**config.mk**
```make
export PLATFORM = sky130hd
export DESIGN_NAME = qrs_sqrt_cell
export DESIGN_NICKNAME = d
export VERILOG_FILES = /design/src/rtl/qrs_pkg.sv /design/src/rtl/qrs_sqrt_cell.sv
export SDC_FILE = /design/constraint.sdc
export NUM_CORES = 1
export LEC_CHECK = 0
export BUFFER_PORTS_ARGS = -buffer_cell sky130_fd_sc_hd__buf_2
export CAP_MARGIN = 5
export CELL_PAD_IN_SITES_DETAIL_PLACEMENT = 1
export CELL_PAD_IN_SITES_GLOBAL_PLACEMENT = 1
export CORE_AREA = 2 2 183 185
export CTS_BUF_LIST = sky130_fd_sc_hd__clkbuf_4
export CTS_CLUSTER_SIZE = 14
export DETAILED_ROUTE_END_ITERATION = 10
export DIE_AREA = 0 0 185 187
export PLACE_DENSITY_LB_ADDON = 0.1
export SETUP_SLACK_MARGIN = 0.1
export SLEW_MARGIN = 30
export SYNTH_ARGS = -nofsm -noshare
export SYNTH_HDL_FRONTEND = slang
export SYNTH_SLANG_ARGS = --single-unit
```
**constraint.sdc**
```tcl
create_clock -name i_clk -period 2.8 [get_ports i_clk]
set_input_delay 0.14 -clock i_clk [delete_from_list [all_inputs] [get_ports i_clk]]
set_output_delay 0.14 -clock i_clk [all_outputs]
set_load 0.005 [all_outputs]
```
**src/rtl/qrs_pkg.sv**
```systemverilog
// Shared types, constants and root-count codes of the quadratic root solver.
package qrs_pkg;

    // Default fixed-point format of coefficients and roots.
    localparam int COEF_WIDTH = 32;
    localparam int FRAC_BITS  = 16;

    // Width of each coefficient or root field on the stream ports.
    localparam int FIELD_W = 32;

    // Root-count codes.
    localparam logic [1:0] COUNT_NONE = 2'd0;
    localparam logic [1:0] COUNT_ONE  = 2'd1;
    localparam logic [1:0] COUNT_TWO  = 2'd2;
    localparam logic [1:0] COUNT_INF  = 2'd3;

    // Case flags carried along the square-root chain.
    typedef struct packed {
        logic a_zero;
        logic b_zero;
        logic c_zero;
        logic d_neg;
    } t_sq_flags;

    // Result tag carried along the divider chain.
    typedef struct packed {
        logic [1:0] count;
        logic       neg_p;
        logic       neg_m;
    } t_div_tag;

endpackage

```
**src/rtl/qrs_sqrt_cell.sv**
```systemverilog
// One cell of the square-root chain: settles one bit of the integer root.
module qrs_sqrt_cell #(
    parameter int COEF_WIDTH = qrs_pkg::COEF_WIDTH
) (
    input  logic                         i_clk,
    input  logic                         i_rst_n,
    input  logic                         i_en,
    input  logic                         i_valid,
    input  logic [2*COEF_WIDTH+1:0]      i_rad,
    input  logic [COEF_WIDTH+3:0]        i_rem,
    input  logic [COEF_WIDTH:0]          i_root,
    input  logic signed [COEF_WIDTH-1:0] i_a,
    input  logic signed [COEF_WIDTH-1:0] i_b,
    input  logic signed [COEF_WIDTH-1:0] i_c,
    input  qrs_pkg::t_sq_flags           i_flags,
    output logic                         o_valid,
    output logic [2*COEF_WIDTH+1:0]      o_rad,
    output logic [COEF_WIDTH+3:0]        o_rem,
    output logic [COEF_WIDTH:0]          o_root,
    output logic signed [COEF_WIDTH-1:0] o_a,
    output logic signed [COEF_WIDTH-1:0] o_b,
    output logic signed [COEF_WIDTH-1:0] o_c,
    output qrs_pkg::t_sq_flags           o_flags
);

    localparam int DW = 2 * COEF_WIDTH + 2;
    localparam int RW = COEF_WIDTH + 4;
    localparam int NS = COEF_WIDTH + 1;

    logic [RW-1:0] w_trem;
    logic [RW-1:0] w_trial;
    logic          w_take;

    logic                         r_valid;
    logic [DW-1:0]                r_rad;
    logic [RW-1:0]                r_rem;
    logic [NS-1:0]                r_root;
    logic signed [COEF_WIDTH-1:0] r_a;
    logic signed [COEF_WIDTH-1:0] r_b;
    logic signed [COEF_WIDTH-1:0] r_c;
    qrs_pkg::t_sq_flags           r_flags;

    // Bring down the next two radicand bits and try the next root bit.
    always_comb begin
        w_trem  = {i_rem[RW-3:0], i_rad[DW-1 -: 2]};
        w_trial = RW'({i_root, 2'b01});
        w_take  = (w_trem >= w_trial);
    end

    // Valid bit of the cell.
    always_ff @(posedge i_clk) begin
        if (!i_rst_n) begin
            r_valid <= 1'b0;
        end else if (i_en) begin
            r_valid <= i_valid;
        end
    end

    // Partial remainder, root and the carried coefficients.
    always_ff @(posedge i_clk) begin
        if (i_en) begin
            r_rad   <= i_rad << 2;
            r_rem   <= w_take ? (w_trem - w_trial) : w_trem;
            r_root  <= {i_root[NS-2:0], w_take};
            r_a     <= i_a;
            r_b     <= i_b;
            r_c     <= i_c;
            r_flags <= i_flags;
        end
    end

    assign o_valid = r_valid;
    assign o_rad   = r_rad;
    assign o_rem   = r_rem;
    assign o_root  = r_root;
    assign o_a     = r_a;
    assign o_b     = r_b;
    assign o_c     = r_c;
    assign o_flags = r_flags;

endmodule

```
After elaboration in Yosys (flattened, before gate mapping)
Index checks and enable logic that the tools add are counted. W data, S select, Z words.

$lt $le $gt $ge: 1. $add $sub $neg: 1. Multiplexer cells: 1.

Operator list (number): $ge A36 B35 Y1 (1); $mux W36 (1); $sub A36 B35 Y36 (1).

Output and inout bits: 236. Bits of input ports: 239. Register bits after elaboration: 234.

Depth between registers and ports, before layout
Depth in word-level cells: 2. Mapped depth: 13.

Worst setup path after synthesis
No wires, ideal clock.

Path kind: input-to-reg. From: input port i_root[1]. To: register r_rem[10], in the netlist o_rem[10], data pin. Setup slack: -0.026 ns. Data arrival time: 2.566 ns. Buffers on the path: 1. Stages: 12. Data required time: 2.540 ns. Cell sequence: inv_1 -> ha_1 -> o21a_2 -> o311ai_2 -> a32oi_2 -> a41oi_4 -> o211a_4 -> o31a_4 -> o211a_4 -> inv_8 -> buf_12 -> mux2_4.

Longest elaborated chain between the ends: 2. Elaborated cells on any way between the ends: 3. Classes of those cells: 1 x add/sub; 1 x order compare; 1 x mux.

Ends and longest elaborated chain: start, declared (RTL line qrs_sqrt_cell.sv:11) `input logic [COEF_WIDTH:0] i_root,`; $sub A36 B35 Y36 / $ge A36 B35 Y1 (equally long branches) (RTL line qrs_sqrt_cell.sv:63, qrs_sqrt_cell.sv:47); $mux W36 (*) (RTL line qrs_sqrt_cell.sv:63) `r_rem <= w_take ? (w_trem - w_trial) : w_trem;`; end signal, assigned (RTL line qrs_sqrt_cell.sv:63); end, declared (RTL line qrs_sqrt_cell.sv:36) `logic [RW-1:0] r_rem;`.

Every way passes the cells marked *; elsewhere a longest branch is shown, timed or not. A chain may end at the register's enable or synchronous reset.

Final worst setup path
From: input port i_root[13]. To: register r_rem[23], in the netlist o_rem[23], data pin.

Same word-level chain as after synthesis.

==> results.sh <==
export IMPL_outcome="complete, no violations"
export IMPL_postRouteWirelength_mm=38.6
export IMPL_detailedPlacementHpwl_mm=26.8
export IMPL_comb_power_share_pct=19.2
export IMPL_crit_cells=13
export IMPL_synth_seq_area_share_pct=72.4
export IMPL_initial_core_util_pct=29.5
export IMPL_leakage_nw=7.33
export IMPL_synth_top_cell_by_area="sky130_fd_sc_hd__edfxtp_1"
export IMPL_crit_path_top_delay_cell="sky130_fd_sc_hd__dlygate4sd3_1"
export IMPL_timing_slew_headroom_pct=60.8
export IMPL_die_area_sq_um=34600
export IMPL_worst_clock_skew_ns=0
export IMPL_swShare_pct=25.7
export IMPL_hold_violations=0
export IMPL_worst_hold_startpoint="i_rad[65]"
export IMPL_ys_warn_count=0
export IMPL_port_buffers=470
export IMPL_fin_crit_ns=2.67
export IMPL_yosys_cell_count_top_type="sky130_fd_sc_hd__edfxtp_1"
export IMPL_max_freq_ghz=0.375
export IMPL_syn_area_sq_um=9700
export IMPL_cp_startpoint="i_root[13]"
export IMPL_post_synth_inst_count=585
export IMPL_setup_viol_count_final=0
export IMPL_antenna_violations_before_repair=7
export IMPL_first_iter_violations=355
export IMPL_post_synth_cell_area_avg_sq_um=16.6
export IMPL_synth_edf_count=233
export IMPL_critical_path_max_stage_delay_ns=0.54
export IMPL_hold_path_class="input pin to flop"
export IMPL_final_layout_size_suffix_gt1_share_pct=48.6
export IMPL_antenna_left=0
export IMPL_clock_insertion_delay_worst_skew_ns=0.66
export IMPL_timing_max_transition_violations_final=0
export IMPL_place_ws_ns=-0.209
export IMPL_grt_pass1_wl_mm=56.4
export IMPL_regToRegStartpoint="o_valid$_SDFFE_PN0P_"
export IMPL_r2r_end="o_valid$_SDFFE_PN0P_"
export IMPL_yosys_area_top_type_share_pct=72.2
export IMPL_cts_htree_levels=3
export IMPL_crit_family="buffers and inverters"
export IMPL_drcViolationCount=0
export IMPL_number_of_global_route_vias_before_repair=9141
export IMPL_crit_required_ns=3.19
export IMPL_worst_ir_drop_vdd_v=0.000260
export IMPL_std_cell_rows=67
export IMPL_tritoncts_clock_tree="done"
export IMPL_floorplan_die_width_microns=185
export IMPL_detail_route_vias_per_cell=4.34
export IMPL_power_clock_fraction_pct=36.3
export IMPL_worst_setup_path_end_kind="flop"
export IMPL_finalWorstSetupSlack_ns=0.134
export IMPL_max_slew_worst_pin_slew_ns=0.588
export IMPL_switchingPower_mw=2.49
export IMPL_timing_critical_path_mode_cell="sky130_fd_sc_hd__o211a_4"
export IMPL_worstSetupStartpointType="input pin"
export IMPL_cellPowerDensity_nw_per_um2=589
export IMPL_grt_util_all_layers_pct=22.0
export IMPL_asyncSetResetFlopFracSynth_pct=0
export IMPL_criticalPathCategory="input pin to flop"
export IMPL_count_of_tritonroute_iterations_in_the_first_routing_pass=6
export IMPL_nFillCells=3565
export IMPL_syn2layout_area_growth_pct=69.9
export IMPL_total_buffers_and_inverters_traversed_by_the_critical_path=5
export IMPL_critical_path_max_fanout=12
export IMPL_dr_wl_cell_microns=20.2
export IMPL_tritoncts_num_buffers=68
export IMPL_yosys_cell_types_count=65
export IMPL_register_area_sq_um=7020
export IMPL_num_vias=8301
export IMPL_cp_endpoint="o_rem[23]$_DFFE_PP_"
export IMPL_setup_tns_ns=0
export IMPL_grt_overflow_total=0
export IMPL_cts_sink_count=234
export IMPL_p_int_mw=7.21
export IMPL_worst_setup_slack_for_register_to_register_paths_ns=1.59
export IMPL_die_y_microns=187
export IMPL_multiInputGateArea_sq_um=2500
export IMPL_boundaryPins=475
export IMPL_clockRootBuffer="sky130_fd_sc_hd__clkbuf_4"
export IMPL_grt_setup_unrepaired="false"
export IMPL_fp_coreArea_sq_um=32900
export IMPL_max_cap_violations=0
export IMPL_worst_r2r_cell_count=3
export IMPL_synth_top_cells_by_count="233 x sky130_fd_sc_hd__edfxtp_1, 47 x sky130_fd_sc_hd__inv_1, 35 x sky130_fd_sc_hd__ha_1, 30 x sky130_fd_sc_hd__a21oi_1, 27 x sky130_fd_sc_hd__nand2_1"
export IMPL_cts_reportedPaths_clkPinSlew_ns=0.06
export IMPL_crit_path_arrival_time_ns=3.06
export IMPL_post_route_period_util_pct=95.2
export IMPL_p_seq_share_pct=44.5
export IMPL_path_cells="dlygate4sd3_1 > buf_2 > inv_1 > ha_1 > and4_4 > and3_2 > nand2_1 > o211a_4 > o31a_4 > o211a_4 > inv_8 > buf_12 > mux2_4"
export IMPL_globalplace_congestion=0.812
export IMPL_ctsLongestPathBuffers=3
export IMPL_synth_ff_latch_count=234
export IMPL_yosys_most_used_dff="sky130_fd_sc_hd__edfxtp_1"
export IMPL_final_net_count=1687
export IMPL_synth_area_top_cells="sky130_fd_sc_hd__edfxtp_1 72%, sky130_fd_sc_hd__ha_1 4.5%, sky130_fd_sc_hd__mux2_4 4.0%"
export IMPL_grt_max_degree=76
[final cells by class]
class / instances / share of cell area, %
repair buffers: 768 / 32.0
clock inverters: 15 / 0.904
multi-input cells: 293 / 15.2
diodes: 4 / 0.0608
flip-flops and latches: 234 / 42.6
well taps: 448 / 3.40
inverters: 48 / 1.18
clock buffers: 104 / 4.74
[kinds of logic after synthesis]
logic type / after synthesis / share of synthesized area (%)
DFF: 234 / 72.4
AOI/OAI and AO/OA: 99 / 7.39
and+or+nand+nor: 91 / 4.77
buffers and inverters: 59 / 3.08
adders and majority gates: 35 / 4.52
muxes: 35 / 5.02
xor gates and xnor gates: 31 / 2.80
other: 1 / 0.0387
[cells in the final DEF (no fill, tap or decap), types with 3 or more instances in the layout]
cell / synthesis / layout
sky130_fd_sc_hd__o21bai_1: 4 / 4
sky130_fd_sc_hd__mux2_2: 5 / 5
sky130_fd_sc_hd__o21a_1: 6 / 6
sky130_fd_sc_hd__inv_1: 47 / 43
sky130_fd_sc_hd__clkbuf_4: 0 / 104
sky130_fd_sc_hd__nor3_1: 7 / 7
sky130_fd_sc_hd__o211ai_1: 5 / 5
sky130_fd_sc_hd__buf_2: 2 / 469
sky130_fd_sc_hd__o21ai_1: 1 / 6
sky130_fd_sc_hd__xnor2_1: 18 / 18
sky130_fd_sc_hd__bufinv_16: 0 / 3
sky130_fd_sc_hd__diode_2: 0 / 4
sky130_fd_sc_hd__mux2i_1: 4 / 4
sky130_fd_sc_hd__edfxtp_1: 233 / 233
sky130_fd_sc_hd__dlygate4sd3_1: 0 / 236
sky130_fd_sc_hd__mux2_4: 26 / 26
sky130_fd_sc_hd__ha_1: 35 / 28
sky130_fd_sc_hd__buf_4: 3 / 56
sky130_fd_sc_hd__buf_12: 3 / 6
sky130_fd_sc_hd__xor2_1: 13 / 13
sky130_fd_sc_hd__a21oi_1: 30 / 30
sky130_fd_sc_hd__inv_2: 0 / 3
sky130_fd_sc_hd__and2_1: 3 / 3
sky130_fd_sc_hd__and3_2: 3 / 3
sky130_fd_sc_hd__ha_4: 0 / 6
sky130_fd_sc_hd__or2_2: 3 / 3
sky130_fd_sc_hd__nand4_1: 7 / 7
sky130_fd_sc_hd__nor2b_1: 3 / 3
sky130_fd_sc_hd__nand2_1: 27 / 27
sky130_fd_sc_hd__and3_1: 3 / 3
sky130_fd_sc_hd__a21o_1: 9 / 9
sky130_fd_sc_hd__nor2_1: 15 / 15
sky130_fd_sc_hd__clkinv_1: 0 / 8
sky130_fd_sc_hd__o21ai_0: 18 / 13
sky130_fd_sc_hd__nand3_1: 9 / 9
[tightest hold or removal path: stages]
cell and delay, ns:
sky130_fd_sc_hd__buf_2 0.10, sky130_fd_sc_hd__inv_2 0.04, sky130_fd_sc_hd__ha_2 0.17, sky130_fd_sc_hd__xnor2_1 0.13, sky130_fd_sc_hd__mux2_2 0.13
[through the flow]
stage	util [%]	instances	hold WS [ns]	total power, mW	cell area, sq um
after floorplan	-	586	0.239	5.05	9760
after global placement	39.9	1554	0.317	5.92	13100
after CTS	49.9	1909	0.0838	9.77	16400
after global routing	50.1	1914	0.0985	10.2	16500
after detailed placement	39.9	1554	0.319	5.94	13100
final	50.1	1914	0.153	9.70	16500
[how the worst min path moves through the flow]
stage                          to  slack (ns)  cells past startpoint
2_1_floorplan    o_a[0]$_DFFE_PP_        0.24                      0
3_3_place_gp    o_a[17]$_DFFE_PP_        0.32                      1
3_5_place_dp     o_a[5]$_DFFE_PP_        0.32                      1
4_1_cts        o_rem[2]$_DFFE_PP_        0.08                      5
5_1_grt          o_c[4]$_DFFE_PP_         0.1                      2
6_report       o_rem[2]$_DFFE_PP_        0.15                      5
[repair_timing]
action	in CTS	in global routing
buffers inserted	0	1
hold endpoints to repair	292	0
hold buffers	236	0
resized for setup	0	13
setup endpoints to repair	0	34
[metal layers]
metal  global-route usage (%)  share of wire [%]  vias up
met5                        0               0.10        -
met4                     10.4                4.2        6
met3                     6.66                7.0       88
met2                     39.0                 51      327
met1                     23.9                 38     3965
li1                         -                  -     3915
[state kept, by name (all words and copies together), names as in the netlist]
signal and cells:
o_a 32, o_b 32, o_c 32, o_flags 4, o_rad 64, o_rem 36
o_root 33, o_valid 1
[power by group through the flow]
stage               Clock (mW)  Combinational, mW  Sequential (mW)
global route              3.85               2.01             4.34
CTS                       3.61               1.85             4.31
global placement             0               1.54             4.37
detailed placement           0               1.57             4.38
floorplan                    0              0.614             4.44
finish                    3.53               1.86             4.32
No activity file was read; power rests on OpenSTA's default activity.
