===== src/rtl/qrs_pkg.sv =====
// Shared types, constants and root-count codes of the quadratic root solver.
package qrs_pkg;

    // Default fixed-point format of coefficients and roots.
    localparam int COEF_WIDTH = 32;
    localparam int FRAC_BITS  = 16;

    // Width of each coefficient or root field on the stream ports.
    localparam int FIELD_W = 32;

    // Root-count codes.
    localparam logic [1:0] COUNT_NONE = 2'd0;
    localparam logic [1:0] COUNT_ONE  = 2'd1;
    localparam logic [1:0] COUNT_TWO  = 2'd2;
    localparam logic [1:0] COUNT_INF  = 2'd3;

    // Case flags carried along the square-root chain.
    typedef struct packed {
        logic a_zero;
        logic b_zero;
        logic c_zero;
        logic d_neg;
    } t_sq_flags;

    // Result tag carried along the divider chain.
    typedef struct packed {
        logic [1:0] count;
        logic       neg_p;
        logic       neg_m;
    } t_div_tag;

endpackage


===== src/rtl/qrs_div_cell.sv =====
// One cell of the divider chain: settles one quotient bit of both roots.
module qrs_div_cell #(
    parameter int COEF_WIDTH = qrs_pkg::COEF_WIDTH,
    parameter int FRAC_BITS  = qrs_pkg::FRAC_BITS
) (
    input  logic                                i_clk,
    input  logic                                i_rst_n,
    input  logic                                i_en,
    input  logic                                i_valid,
    input  logic [COEF_WIDTH:0]                 i_den,
    input  logic [COEF_WIDTH+FRAC_BITS+1:0]     i_dvd_p,
    input  logic [COEF_WIDTH+FRAC_BITS+1:0]     i_dvd_m,
    input  logic [COEF_WIDTH:0]                 i_rem_p,
    input  logic [COEF_WIDTH:0]                 i_rem_m,
    input  logic [COEF_WIDTH+FRAC_BITS+1:0]     i_quo_p,
    input  logic [COEF_WIDTH+FRAC_BITS+1:0]     i_quo_m,
    input  qrs_pkg::t_div_tag                   i_tag,
    output logic                                o_valid,
    output logic [COEF_WIDTH:0]                 o_den,
    output logic [COEF_WIDTH+FRAC_BITS+1:0]     o_dvd_p,
    output logic [COEF_WIDTH+FRAC_BITS+1:0]     o_dvd_m,
    output logic [COEF_WIDTH:0]                 o_rem_p,
    output logic [COEF_WIDTH:0]                 o_rem_m,
    output logic [COEF_WIDTH+FRAC_BITS+1:0]     o_quo_p,
    output logic [COEF_WIDTH+FRAC_BITS+1:0]     o_quo_m,
    output qrs_pkg::t_div_tag                   o_tag
);

    localparam int NQ  = COEF_WIDTH + FRAC_BITS + 2;
    localparam int DNW = COEF_WIDTH + 1;

    logic [DNW:0] w_den_x;
    logic [DNW:0] w_t_p;
    logic [DNW:0] w_t_m;
    logic [DNW:0] w_d_p;
    logic [DNW:0] w_d_m;
    logic         w_ge_p;
    logic         w_ge_m;

    logic              r_valid;
    logic [DNW-1:0]    r_den;
    logic [NQ-1:0]     r_dvd_p;
    logic [NQ-1:0]     r_dvd_m;
    logic [DNW-1:0]    r_rem_p;
    logic [DNW-1:0]    r_rem_m;
    logic [NQ-1:0]     r_quo_p;
    logic [NQ-1:0]     r_quo_m;
    qrs_pkg::t_div_tag r_tag;

    // Restoring step on both lanes against the shared divisor.
    always_comb begin
        w_den_x = {1'b0, i_den};
        w_t_p   = {i_rem_p, i_dvd_p[NQ-1]};
        w_t_m   = {i_rem_m, i_dvd_m[NQ-1]};
        w_d_p   = w_t_p - w_den_x;
        w_d_m   = w_t_m - w_den_x;
        w_ge_p  = (w_t_p >= w_den_x);
        w_ge_m  = (w_t_m >= w_den_x);
    end

    // Valid bit of the cell.
    always_ff @(posedge i_clk) begin
        if (!i_rst_n) begin
            r_valid <= 1'b0;
        end else if (i_en) begin
            r_valid <= i_valid;
        end
    end

    // Remainders, quotients and the carried tag.
    always_ff @(posedge i_clk) begin
        if (i_en) begin
            r_den   <= i_den;
            r_dvd_p <= i_dvd_p << 1;
            r_dvd_m <= i_dvd_m << 1;
            r_rem_p <= w_ge_p ? w_d_p[DNW-1:0] : w_t_p[DNW-1:0];
            r_rem_m <= w_ge_m ? w_d_m[DNW-1:0] : w_t_m[DNW-1:0];
            r_quo_p <= {i_quo_p[NQ-2:0], w_ge_p};
            r_quo_m <= {i_quo_m[NQ-2:0], w_ge_m};
            r_tag   <= i_tag;
        end
    end

    assign o_valid = r_valid;
    assign o_den   = r_den;
    assign o_dvd_p = r_dvd_p;
    assign o_dvd_m = r_dvd_m;
    assign o_rem_p = r_rem_p;
    assign o_rem_m = r_rem_m;
    assign o_quo_p = r_quo_p;
    assign o_quo_m = r_quo_m;
    assign o_tag   = r_tag;

endmodule


===== config.mk =====
export PLATFORM = sky130hd
export DESIGN_NAME = qrs_div_cell
export DESIGN_NICKNAME = d
export VERILOG_FILES = /design/src/rtl/qrs_pkg.sv /design/src/rtl/qrs_div_cell.sv
export SDC_FILE = /design/constraint.sdc
export NUM_CORES = 1
export LEC_CHECK = 0
export BUFFER_PORTS_ARGS = -buffer_cell sky130_fd_sc_hd__buf_2
export CAP_MARGIN = 10
export CELL_PAD_IN_SITES_DETAIL_PLACEMENT = 1
export CELL_PAD_IN_SITES_GLOBAL_PLACEMENT = 2
export CORE_AREA = 2 2 236 238
export CTS_BUF_LIST = sky130_fd_sc_hd__clkbuf_4 sky130_fd_sc_hd__clkbuf_8
export DETAILED_ROUTE_END_ITERATION = 10
export DIE_AREA = 0 0 238 240
export GPL_TIMING_DRIVEN = 1
export PLACE_DENSITY_LB_ADDON = 0.12
export SLEW_MARGIN = 10
export SYNTH_ARGS = -nofsm -noshare
export SYNTH_HDL_FRONTEND = slang
export SYNTH_SLANG_ARGS = --single-unit

===== constraint.sdc =====
create_clock -name i_clk -period 9.53 [get_ports i_clk]
set_input_delay 0.4765 -clock i_clk [delete_from_list [all_inputs] [get_ports i_clk]]
set_output_delay 0.4765 -clock i_clk [all_outputs]
set_load 0.01 [all_outputs]

== After elaboration in Yosys (flattened, before gate mapping) ==
Cells that the tools add are included.

* Magnitude comparators: 2
* Add/subtract/negate cells: 2
* Muxes and demuxes: 2

{| class="wikitable"
|+ Operator list
! kind !! count
|-
| $ge 34x33->1 || 2
|-
| $mux 33 || 2
|-
| $sub 33x33->33 || 2
|}

* Logic and storage cells: 17
* Register bits after elaboration: 302

== Longest topological paths before layout ==
Gate-level depths: netlist of the first run.

* Word-level depth: 2
* Mapped depth: 14
* Gate-level depth less buffers: 13

== Least setup slack after synthesis of the first run ==
Ideal clock, no wire load.

* Kind: input -> register
* Start: in i_dvd_p[49]
* End: reg r_rem_p[25], in the netlist o_rem_p[25] (data pin)
* Arrival time: 3.424 ns
* Slack: 5.846 ns
* Data required time: 9.270 ns
* Setup time: 0.260 ns
* Stages: 14
* Cell sequence: inv_1 -> ha_1 -> inv_1 -> fa_1 -> a21oi_2 -> o211ai_1 -> nor4b_1 -> or4_4 -> a31oi_4 -> o21a_4 -> o21ai_2 -> a41oi_4 -> buf_6 -> mux2_2

* Word-level cells in the longest chain between the ends: 2
* Elaborated cells on any way between the ends: 3
* Those cells by class: add/sub: 1; order compare: 1; mux: 1

{| class="wikitable"
|+ RTL lines
! element !! RTL line !! source
|-
| start: declaration || qrs_div_cell.sv:11 || <nowiki>input logic [COEF_WIDTH+FRAC_BITS+1:0] i_dvd_p,</nowiki>
|-
| $sub 33x33->33 / $ge 34x33->1 (equally long branches) || qrs_div_cell.sv:55, qrs_div_cell.sv:57 ||
|-
| $mux 33 (*) || qrs_div_cell.sv:76 || <nowiki>r_rem_p <= w_ge_p ? w_d_p[DNW-1:0] : w_t_p[DNW-1:0];</nowiki>
|-
| end signal: assignment || qrs_div_cell.sv:76 ||
|-
| end: declaration || qrs_div_cell.sv:44 || <nowiki>logic [DNW-1:0] r_rem_p;</nowiki>
|}

Mark *: on every way between the ends. The rest lies on a longest branch, timed or not.
A chain may end at the register's enable or synchronous reset.

== Worst setup path in the final report of the first run ==
* Start: in i_den[9]
* End: reg r_rem_m[14], in the netlist o_rem_m[14] (data pin)

* Word-level cells in the longest chain between the ends: 2
* Elaborated cells on any way between the ends: 3
* Those cells by class: add/sub: 1; order compare: 1; mux: 1

{| class="wikitable"
|+ RTL lines
! element !! RTL line !! source
|-
| start: declaration || qrs_div_cell.sv:10 || <nowiki>input logic [COEF_WIDTH:0] i_den,</nowiki>
|-
| $sub 33x33->33 / $ge 34x33->1 (equally long branches) || qrs_div_cell.sv:56, qrs_div_cell.sv:58 ||
|-
| $mux 33 (*) || qrs_div_cell.sv:77 || <nowiki>r_rem_m <= w_ge_m ? w_d_m[DNW-1:0] : w_t_m[DNW-1:0];</nowiki>
|-
| end signal: assignment || qrs_div_cell.sv:77 ||
|-
| end: declaration || qrs_div_cell.sv:45 || <nowiki>logic [DNW-1:0] r_rem_m;</nowiki>
|}

Marked as above.

==> results of run 1 <==
-- metrics by stage --
| step | instances | power, W | hold slack, ps |
|---|---|---|---|
| floorplan | 903 | 0.002029 | 538.3 |
| global placement | 2194 | 0.002379 | 507.8 |
| detailed placement | 2194 | 0.002381 | 540.2 |
| CTS | 2522 | 0.003837 | 10.19 |
| global route | 2528 | 0.003945 | 39.90 |
| finish | 2533 | 0.003759 | 88.87 |
-- worst min-delay path by stage --
stage | endpoint | cells after the start | slack [ps] | startpoint
finish | o_quo_p[13] | 1 | 90 | i_quo_p[12]
global route | o_quo_p[48] | 1 | 40 | i_quo_p[47]
CTS | o_quo_p[13] | 1 | 10 | i_quo_p[12]
detailed placement | o_valid | 2 | 540 | o_valid
global placement | o_valid | 2 | 510 | o_valid
floorplan | o_valid | 2 | 540 | o_valid
-- where the power goes --
part	internal [W]	switching (W)	leakage [nW]
sequential	0.00162	0.0000324	2.95
clock	0.000741	0.000591	0.626
combinational	0.000345	0.000431	5.42
-- state kept, by name, summed over array words and instances (netlist names) --
register  flops
o_quo_p      50
o_rem_m      33
o_tag         4
o_dvd_m      49
o_quo_m      50
o_dvd_p      49
o_den        33
o_rem_p      33
o_valid       1
-- area by class of cell --
cell class | count | area share [%]
flip-flops and latches | 302 | 43.49
repair buffers | 837 | 25.64
multi-input cells | 524 | 19.99
clock buffers | 80 | 4.685
well taps | 704 | 4.228
inverters | 52 | 0.9370
clock inverters | 23 | 0.9070
diodes | 11 | 0.1321
-- synthesized netlist by cell type (all sizes together), types with 3 or more instances --
library cell	instances	share of area [%]
edfxtp	301	67
ha	66	6.1
mux2	62	5.1
inv	52	1.4
a21oi	45	1.7
nand2	39	1.1
xnor2	34	2.2
a21o	33	1.8
nor2	31	0.86
o21ai	30	1.1
xor2	25	1.6
nand4	18	0.83
buf	17	0.89
nand3	13	0.48
a211oi	10	0.55
nor3	10	0.37
o21bai	10	0.55
a31oi	9	0.64
nor2b	9	0.42
clkbuf	8	0.22
o21a	8	0.50
and3	6	0.28
and2	5	0.23
o211ai	5	0.28
a221oi	4	0.26
mux2i	4	0.30
nand2b	4	0.18
a311oi	3	0.19
nor4b	3	0.19
o2111ai	3	0.19
o211a	3	0.22
-- timing repair --
action                                 in CTS  in global routing
gates resized for setup                     0                  0
buffers inserted                            0                  0
hold buffers                              225                  0
endpoints found under the hold margin     225                  0
-- kinds of logic (layout without fill, tap and decap cells) --
group | count (synthesis) | in the layout | share of synthesized area [%]
buffers and inverters | 77 | 992 | 2.546
xor gates and xnor gates | 59 | 59 | 3.810
and+or+nand+nor | 147 | 147 | 5.424
AOI/OAI and AO/OA | 182 | 182 | 9.584
DFF | 302 | 302 | 66.78
adders and majority gates | 68 | 68 | 6.383
muxes | 66 | 66 | 5.442
other | 1 | 13 | 0.02765
-- critical path: cells and delay by family --
family	cells	cell delay, ps
buf+inv	4	1220
compound gates	6	1310
fa+ha+maj	1	440
mux	1	410
simple gates	2	590
-- layer usage --
metal	up-vias	wire length, um	track usage [%]
met5	-	212	0
met4	32	2290	7.576
met3	126	4777	7.256
met2	411	30380	36.14
met1	5432	23740	23.82
li1	5239	-	-
==> metrics.txt, run 1 <==
I/O pins 611; final WL 61410 um; TritonCTS Buffers 57; later-pin clock latency in the skew report 630 ps; crit-path cells dlygate4sd3_1, buf_2, inv_1, ha_1, nand4_1, nor3_1, a21o_1, a41oi_2, o21ai_1, a221o_1, a31oi_4, o311ai_4, buf_4, mux2_2; Critical R2R Capture o_valid; fin nets 2149; synthesized flop and latch total 302; number of global-route vias before repair 12042; flop2flop setup slack 8900 ps; post-synthesis sequential area ratio 66.78%; clock tree from TritonCTS yes; Ys Warns 0; leakage power 9.001 nW; Post-synth EDFFs 301; fin worst setup slack 5446 ps; Worst EP required 9920 ps; FP Rows 86; full die area 57120 um^2; Async S/R FF share, synth 0%; grt total ovfl 0; clock skew 0 ps; CP Class in2reg; worst r2r path cells 2; DP HPWL 48110 um; MaxCap Viol Count 0; Worst path max stage delay 530 ps; run status completed; Setup crit end o_rem_m[14]; Pins Over Slew Limit 0; Syn Inst Count 902; setup TNS 0 ps; worst-path maximum fanout 34; PortBufs 606; most common cell after layout, fill and taps aside buf_2; Peak VDD IR 0.09223 mV; DR vias/cell 4.437; area of the multi-input gates 4164 um^2; syn avg cell area 15.04 um^2; r2r startpoint o_valid; antenna violations before repair 28; Post-Synthesis Cell Area 13560 um^2; placed cell area 17390 um^2; CP Data Arrival Time 4470 ps; Tmin final 4084 ps; RSZ-0062 raised after global routing false; worst-margin pin slew 989.0 ps; Worst setup SP type input pin; Setup Viol. Count Final 0; worst min path class in2reg; Via Count 11240; Worst-path clk slew 60 ps; Most used DFF post-synth edfxtp_1; Slowest cell on crit path dlygate4sd3_1; most frequent cells in the layout buf_2 (605), edfxtp_1 (301), dlygate4sd3_1 (225); Final Cycle Share 42.86%; Non-Filler Cell Area, Final 20830 um^2; pre-CTS WS 5087 ps; final hold violations 0; crit path launch i_den[9]; DRT Pass-1 Iters 4; antenna viol nets, final 0; CP endpoint kind register; DRT iter0 DRCs 431; Root Driver clkbuf_8; Initial Utilization 24.81%; post-synth cell types 63; CTS HTree Levels 2; CORE AREA 54660 um^2; Power Density 180.5 nW/um^2; Seq. cell area 9059 um^2; # fillers 5926; die width 238 um; Clock Sinks 302; die height 240 um; P&R area growth vs syn 53.57%; WL per Instance 24.24 um; max frequency 0.2448 GHz; GPL Wtd Cong 0.9151; Max Buffers Root-to-Sink 3; first-pass GRT wire length 85620 um; largest net degree at the start of global routing 116; All-Layer GR Usage 20.87%; Slew HR 34.07%; DRC 0; Layout Utilization 38.11%; layout cell share with drive strength beyond 1 42.68%
(Power assumes the default switching activity.)
==> run 2: changes to the inputs <==
==> constraint.sdc (replaced) <==
create_clock -name i_clk -period 4 [get_ports i_clk]
set_input_delay 0.2 -clock i_clk [delete_from_list [all_inputs] [get_ports i_clk]]
set_output_delay 0.2 -clock i_clk [all_outputs]
set_load 0.01 [all_outputs]
==> run 2 against run 1 <==
  * Final area up 3.5%
  * Wire length increased by 0.64%
  * Non-clock buffer count rose by 89
  * Sequential power is 140% higher
  * Utilization is 1.4 points higher
  * Sequential cell count stayed put
  * Count of clock-buffer cells in the layout is 8 lower
  * Critical path depth rose by 2
  * Global-route usage grew 0.14 points
  * First-iteration DRC count increased by 7.9%
  * Register-to-register slack got worse by 6100 ps
  * Critical endpoint is now o_rem_m[1]
==> metrics.txt, run 2 (synthesized netlist as in run 1, its figures left out) <==
DRT Pass-1 Iters 4 (unchanged); placed cells 2207 (was 2194); worst min path class in2reg (unchanged); number of global-route vias before repair 12561 (was 12042); max frequency 0.2618 GHz; M1 wire length 24750 um (was 23740 um); final hold violations 0 (unchanged); largest net degree at the start of global routing 105 (was 116); Pins Over Slew Limit 0 (unchanged); most frequent cells in the layout buf_2 (605), dlygate4sd3_1 (301), edfxtp_1 (301) (was buf_2 (605), edfxtp_1 (301), dlygate4sd3_1 (225)); Max Buffers Root-to-Sink 3 (unchanged); most common cell after layout, fill and taps aside buf_2 (unchanged); fin cells 2613 (was 2533); crit-path cells dlygate4sd3_1, buf_2, inv_1, ha_1, inv_1, fa_1, a211oi_1, o21ai_0, a21o_1, a41oi_2, o21ai_1, a221o_1, a31oi_4, o311ai_4, buf_12, mux2_2 (was dlygate4sd3_1, buf_2, inv_1, ha_1, nand4_1, nor3_1, a21o_1, a41oi_2, o21ai_1, a221o_1, a31oi_4, o311ai_4, buf_4, mux2_2); clock tree from TritonCTS yes (unchanged); All-Layer GR Usage 21.01% (was 20.87%); RSZ-0062 raised after global routing false (unchanged); DR vias/cell 4.418 (was 4.437); grt total ovfl 0 (unchanged); Most common cell on crit path inv_1; met3 wire len 4096 um (was 4777 um); hold_buf cts 301 (was 225); Final Cycle Share 95.50%; fin worst setup slack 179.9 ps (was 5446 ps); Tmin final 3820 ps; metal2 WL 30020 um (was 30380 um); pre-CTS WS 127.7 ps (was 5087 ps); Slowest cell on crit path dlygate4sd3_1 (unchanged); first-pass GRT wire length 86700 um (was 85620 um); DRC 0 (unchanged); Power Density 404.7 nW/um^2 (was 180.5 nW/um^2); Worst EP required 4400 ps (was 9920 ps); Slew HR 38.05% (was 34.07%); Initial Utilization 24.81% (unchanged); Via Count 11545 (was 11240); setup bufs post-CTS 0 (unchanged); TritonCTS Buffers 55 (was 57); CP Class in2reg (unchanged); Clock Sinks 302 (unchanged); CP endpoint kind register (unchanged); cell family with most CP delay compound AO/OA/AOI/OAI gates (unchanged); MaxCap Viol Count 0 (unchanged); DRT iter0 DRCs 465 (was 431); Peak VDD IR 0.2175 mV (was 0.09223 mV); worst-path maximum fanout 26 (was 34); Worst-path clk slew 60 ps (about the same); final WL 61800 um (was 61410 um); antenna violations before repair 16 (was 28); layout cell share with drive strength beyond 1 40.88% (was 42.68%); Worst setup SP type input pin (unchanged); CORE AREA 54660 um^2 (unchanged); die width 238 um (unchanged); clock skew 0 ps (unchanged); Min Hold Slack 114.0 ps (was 88.87 ps); max layer used met5 (unchanged); Layout Utilization 39.46% (was 38.11%); Worst path max stage delay 570 ps (was 530 ps); full die area 57120 um^2 (unchanged); FP Rows 86 (unchanged); antenna viol nets, final 0 (unchanged); Resize count post-CTS 0 (unchanged); PortBufs 606 (unchanged); Root Driver clkbuf_8 (unchanged); worst-margin pin slew 929.3 ps (was 989.0 ps); Setup Viol. Count Final 0 (unchanged); # fillers 5984 (was 5926); P&R area growth vs syn 59.02% (was 53.57%); buffers plus inverters on the worst setup path 5 (was 4); DP HPWL 48430 um (was 48110 um); die height 240 um (unchanged); fin nets 2236 (was 2149); later-pin clock latency in the skew report 610 ps (was 630 ps); CTS HTree Levels 2 (unchanged); run status completed (unchanged); I/O pins 611 (unchanged); CP Data Arrival Time 4220 ps (was 4470 ps); WL per Instance 23.65 um (was 24.24 um); setup TNS 0 ps (unchanged); GPL Wtd Cong 0.9579 (was 0.9151); leakage power 9.318 nW (was 9.001 nW)
[run 2: cell count changes in the layout (fill, tap and decap cells not counted)]
cell	before	now
clkbuf_8	60	55
dlygate4sd3_1	225	301
inv_6	1	2
buf_4	6	15
clkinv_1	9	16
bufinv_16	3	0
inv_8	1	0
clkbuf_4	20	17
buf_12	0	4
diode_2	11	6
[run 2: final cells by class]
type | count | area [um^2] | share of cell area [%]
inverter | 52 | 195.2 | 0.9049
tap | 704 | 880.8 | 4.084
antenna | 6 | 15.01 | 0.06961
sequential | 302 | 9059 | 42.00
timing repair buffer | 926 | 6248 | 28.97
clock inverter | 27 | 122.6 | 0.5685
multi-input combinational | 524 | 4164 | 19.31
clock buffer | 72 | 884.6 | 4.101
[run 2: layer usage]
metal | track usage, % | up-vias
li1 | - | 5396
met1 | 24.63 | 5610
met2 | 35.83 | 410
met3 | 6.039 | 111
met4 | 9.223 | 18
met5 | 0 | -
[run 2: power by group]
group | internal [W] | total (W) | leakage [nW] | switching (W)
clock | 0.00144 | 0.00285 | 0.543 | 0.00141
sequential | 0.00385 | 0.00394 | 2.95 | 0.0000837
combinational | 0.000892 | 0.00194 | 5.82 | 0.00105
[run 2: path summary, 6_finish.rpt]
check / from / endpoint / slack (ps) / cells after the start
worst min-delay path: i_en / o_rem_m[25] / 110 / 1
worst max-delay path: i_dvd_m[49] / o_rem_m[1] / 180 / 16
worst min register to register: o_valid / o_valid / 1120 / 3
worst max register to register: o_valid / o_valid / 2810 / 3
[run 2: metrics by stage]
stage,cell area [um^2],total power (W)
4_1_cts,21550,0.008889
5_1_grt,21560,0.009148
6_report,21570,0.008728
3_5_place_dp,17530,0.005704
3_3_place_gp,17530,0.005699
2_1_floorplan,13570,0.004834
[run 2: worst register-to-register path, delay by kind of cell, from the launching register on]
kind | cells | cell delay [ps]
flip-flops | 1 | 320
AND/OR/NAND/NOR | 1 | 60
buffers and inverters | 1 | 560
multiplexers | 1 | 130
==> run 3: changes to the inputs <==
--- a/config.mk
+++ b/config.mk
@@ -5,6 +5,7 @@
 export SDC_FILE = /design/constraint.sdc
 export NUM_CORES = 1
 export LEC_CHECK = 0
+export ABC_AREA = 1
 export BUFFER_PORTS_ARGS = -buffer_cell sky130_fd_sc_hd__buf_2
 export CAP_MARGIN = 10
 export CELL_PAD_IN_SITES_DETAIL_PLACEMENT = 1
==> run 3 against run 2 <==
  * Count of clock-buffer cells in the layout is 12 higher
  * Sequential power is 2% higher
  * Sequential share of layout area is 3.9 points lower
  * First-iteration DRC count is 44% higher
==> metrics.txt, run 3 <==
worst-margin pin slew 886.4 ps (was 929.3 ps); DRT iter0 DRCs 669 (was 465); Most used DFF post-synth edfxtp_1 (unchanged); switching power 0.002875 W (was 0.002543 W); WHS Path Cells 1 (unchanged); combinational fraction of design power 22.2% (was 22.3%); Slowest cell on crit path dlygate4sd3_1 (unchanged); setup bufs post-CTS 0 (unchanged); max frequency 0.3761 GHz (was 0.2618 GHz); Clk pwr share 35.3% (was 32.6%); Pins Over Slew Limit 0 (unchanged); Layout Utilization 43.54% (was 39.46%); worst-path maximum fanout 35 (was 26); Root Driver clkbuf_8 (unchanged); synthesized flop and latch total 302 (unchanged); full die area 57120 um^2 (unchanged); DR vias/cell 4.488 (was 4.418); r2r startpoint o_valid (unchanged); fin worst setup slack 1341 ps (was 179.9 ps); final WL 75970 um (was 61800 um); Max Buffers Root-to-Sink 3 (unchanged); Post-synth EDFFs 301 (unchanged); Via Count 15103 (was 11545); Initial Utilization 28.69% (was 24.81%); Final Power 0.009418 W (was 0.008728 W); layout cell share with drive strength beyond 1 29.70% (was 40.88%); MaxCap Viol Count 0 (unchanged); Switching Fraction 30.53% (was 29.14%); Synth area leader edfxtp_1 (unchanged); FP Rows 86 (unchanged); CP Data Arrival Time 3070 ps (was 4220 ps); first-pass GRT wire length 107200 um (was 86700 um); Final Cycle Share 66.46% (was 95.50%); # fillers 6457 (was 5984); Ys Warns 0 (unchanged); Worst-path clk slew 60 ps (about the same); sequential share of power 42.5% (was 45.1%); WHS Endpoint o_quo_m[36] (was o_rem_m[25]); grt total ovfl 0 (unchanged); DP HPWL 58610 um (was 48430 um); worst r2r path cells 3 (unchanged); die height 240 um (unchanged); Async S/R FF share, synth 0% (unchanged); Min Hold Slack 109.6 ps (was 114.0 ps); most frequent cell after synthesis nand2_1 (was edfxtp_1); Slew HR 40.91% (was 38.05%); crit-path cells dlygate4sd3_1, buf_2, inv_1, ha_1, nand2_1, inv_1, nand2_1, nand2_1, inv_1, nand3_2, nand2_1, nand2_2, nand2_4, nand2_8, nand3_2, nand2_1 (was dlygate4sd3_1, buf_2, inv_1, ha_1, inv_1, fa_1, a211oi_1, o21ai_0, a21o_1, a41oi_2, o21ai_1, a221o_1, a31oi_4, o311ai_4, buf_12, mux2_2); Tmin final 2659 ps (was 3820 ps); Worst setup SP type input pin (unchanged); Most common cell on crit path nand2_1 (was inv_1); clock tree from TritonCTS yes (unchanged); run status completed (unchanged); CTS HTree Levels 2 (unchanged); Worst EP required 4410 ps (was 4400 ps); Post-Synthesis Cell Area 15680 um^2 (was 13560 um^2); internal power 0.006543 W (was 0.006185 W); Clock Sinks 302 (unchanged); TritonCTS Buffers 57 (was 55); syn avg cell area 9.515 um^2 (was 15.04 um^2); flop2flop setup slack 2750 ps (was 2810 ps); Critical R2R Capture o_valid (unchanged); P&R area growth vs syn 51.78% (was 59.02%); antenna viol nets, final 0 (unchanged); DRT Pass-1 Iters 5 (was 4); Syn Inst Count 1648 (was 902); most frequent cells in the layout buf_2 (605), nand2_1 (578), dlygate4sd3_1 (301), edfxtp_1 (301), inv_1 (286) (was buf_2 (605), dlygate4sd3_1 (301), edfxtp_1 (301)); clock skew 0 ps (unchanged); post-synth cell types 34 (was 63); PortBufs 606 (unchanged); largest net degree at the start of global routing 102 (was 105); final hold violations 0 (unchanged); worst min path class in2reg (unchanged); setup TNS 0 ps (unchanged); post-synthesis sequential area ratio 57.77% (was 66.78%); CORE AREA 54660 um^2 (unchanged); Setup Viol. Count Final 0 (unchanged); WL per Instance 22.58 um (was 23.65 um); top post-synthesis cells by count nand2_1 (578), edfxtp_1 (301), inv_1 (286), nand3_1 (115), nor2_1 (73) (was edfxtp_1 (301), ha_1 (66), mux2_2 (59), inv_1 (52), a21oi_1 (44)); leakage power 11.70 nW (was 9.318 nW); pre-CTS WS 1141 ps (was 127.7 ps); Peak VDD IR 0.3442 mV (was 0.2175 mV); RSZ-0062 raised after global routing false (unchanged); min-delay src i_en (unchanged); DRC 0 (unchanged); die width 238 um (unchanged); CP endpoint kind register (unchanged); share of the synthesized area in the top cell type 57.64% (was 66.64%); All-Layer GR Usage 26.14% (was 21.01%); Worst path max stage delay 560 ps (was 570 ps); antenna violations before repair 31 (was 16); CP Class in2reg (unchanged); top cells by area, synth edfxtp_1 (58%), nand2_1 (14%), inv_1 (6.8%) (was edfxtp_1 (67%), ha_1 (6.1%), mux2_2 (4.9%)); later-pin clock latency in the skew report 650 ps (was 610 ps); Power Density 395.7 nW/um^2 (was 404.7 nW/um^2); number of global-route vias before repair 15993 (was 12561); most common cell after layout, fill and taps aside buf_2 (unchanged); GPL Wtd Cong 0.9448 (was 0.9579); fin nets 2977 (was 2236); I/O pins 611 (unchanged)
==> run 3: changes by cell type in the layout (fill, tap and decap cells not counted), sizes merged, moves of 12 or more <==
cell	delta
buf	-12
xnor2	-32
nand2	+557
o21ai	-27
nor3	+12
inv	+243
nand3	+132
nor2	+51
clkbuf	+12
nand3b	+16
a21o	-29
mux2	-62
==> run 3: per-stage QoR <==
step	area, um^2	std cells
finish	23800	3365
global route	23790	3363
CTS	23770	3354
detailed placement	19530	2946
global placement	19530	2946
floorplan	15680	1649
==> run 3: layout make-up <==
class | instances | area, um^2 | share of cell area [%]
antenna | 11 | 27.53 | 0.1157
clock buffer | 84 | 993.5 | 4.174
clock inverter | 23 | 232.7 | 0.9779
inverter | 294 | 1104 | 4.637
multi-input combinational | 1033 | 5356 | 22.51
sequential | 302 | 9059 | 38.06
tap | 704 | 880.8 | 3.701
timing repair buffer | 914 | 6146 | 25.82
==> run 3: critical path: cells and delay by family <==
kind	cells	cell delay, ps
adders and majority gates	1	370
buffers and inverters	5	920
and+or+nand+nor	10	1510
==> run 3: power by group through the flow <==
stage | sequential (W) | clock (W) | combinational (W)
2_1_floorplan | 0.00415 | 0 | 0.000786
3_3_place_gp | 0.00405 | 0 | 0.00183
3_5_place_dp | 0.00405 | 0 | 0.00184
4_1_cts | 0.00399 | 0.00340 | 0.00211
5_1_grt | 0.00402 | 0.00354 | 0.00230
6_report | 0.00400 | 0.00332 | 0.00209
==> run 3: cell families after synthesis <==
logic type	Yosys count	synth area share (%)
other	1	0.02392
buffers and inverters	314	8.091
adder cells (fa/ha/maj)	68	5.522
AO/OA/AOI/OAI	50	1.732
XOR/XNOR	28	1.564
AND/OR/NAND/NOR	885	25.30
flip-flops	302	57.77
==> run 3: worst max path at each step <==
stage / start / end / slack (ps) / depth (start not counted)
after floorplan: i_dvd_p[49] / o_rem_p[25] / 2150 / 13
after global placement: i_dvd_p[49] / o_rem_p[24] / 1160 / 13
after detailed placement: i_dvd_p[49] / o_rem_p[24] / 1140 / 13
after CTS: i_den[9] / o_rem_p[24] / 1280 / 16
after global routing: i_den[9] / o_rem_p[0] / 1060 / 16
final: i_den[9] / o_rem_p[20] / 1340 / 16
==> run 3: metal layers <==
| metal | vias to the layer above | GRT usage, % | share of wire, % |
|---|---|---|---|
| li1 | 7240 | - | - |
| met1 | 7247 | 31.84 | 42 |
| met2 | 475 | 44.82 | 49 |
| met3 | 131 | 5.626 | 5.4 |
| met4 | 10 | 10.55 | 4.0 |
| met5 | - | 2.251 | 0.31 |
==> run 3: repair_timing <==
item,CTS,global route
hold buffers,301,0
endpoints found under the hold margin,300,0
gates resized for setup,0,0
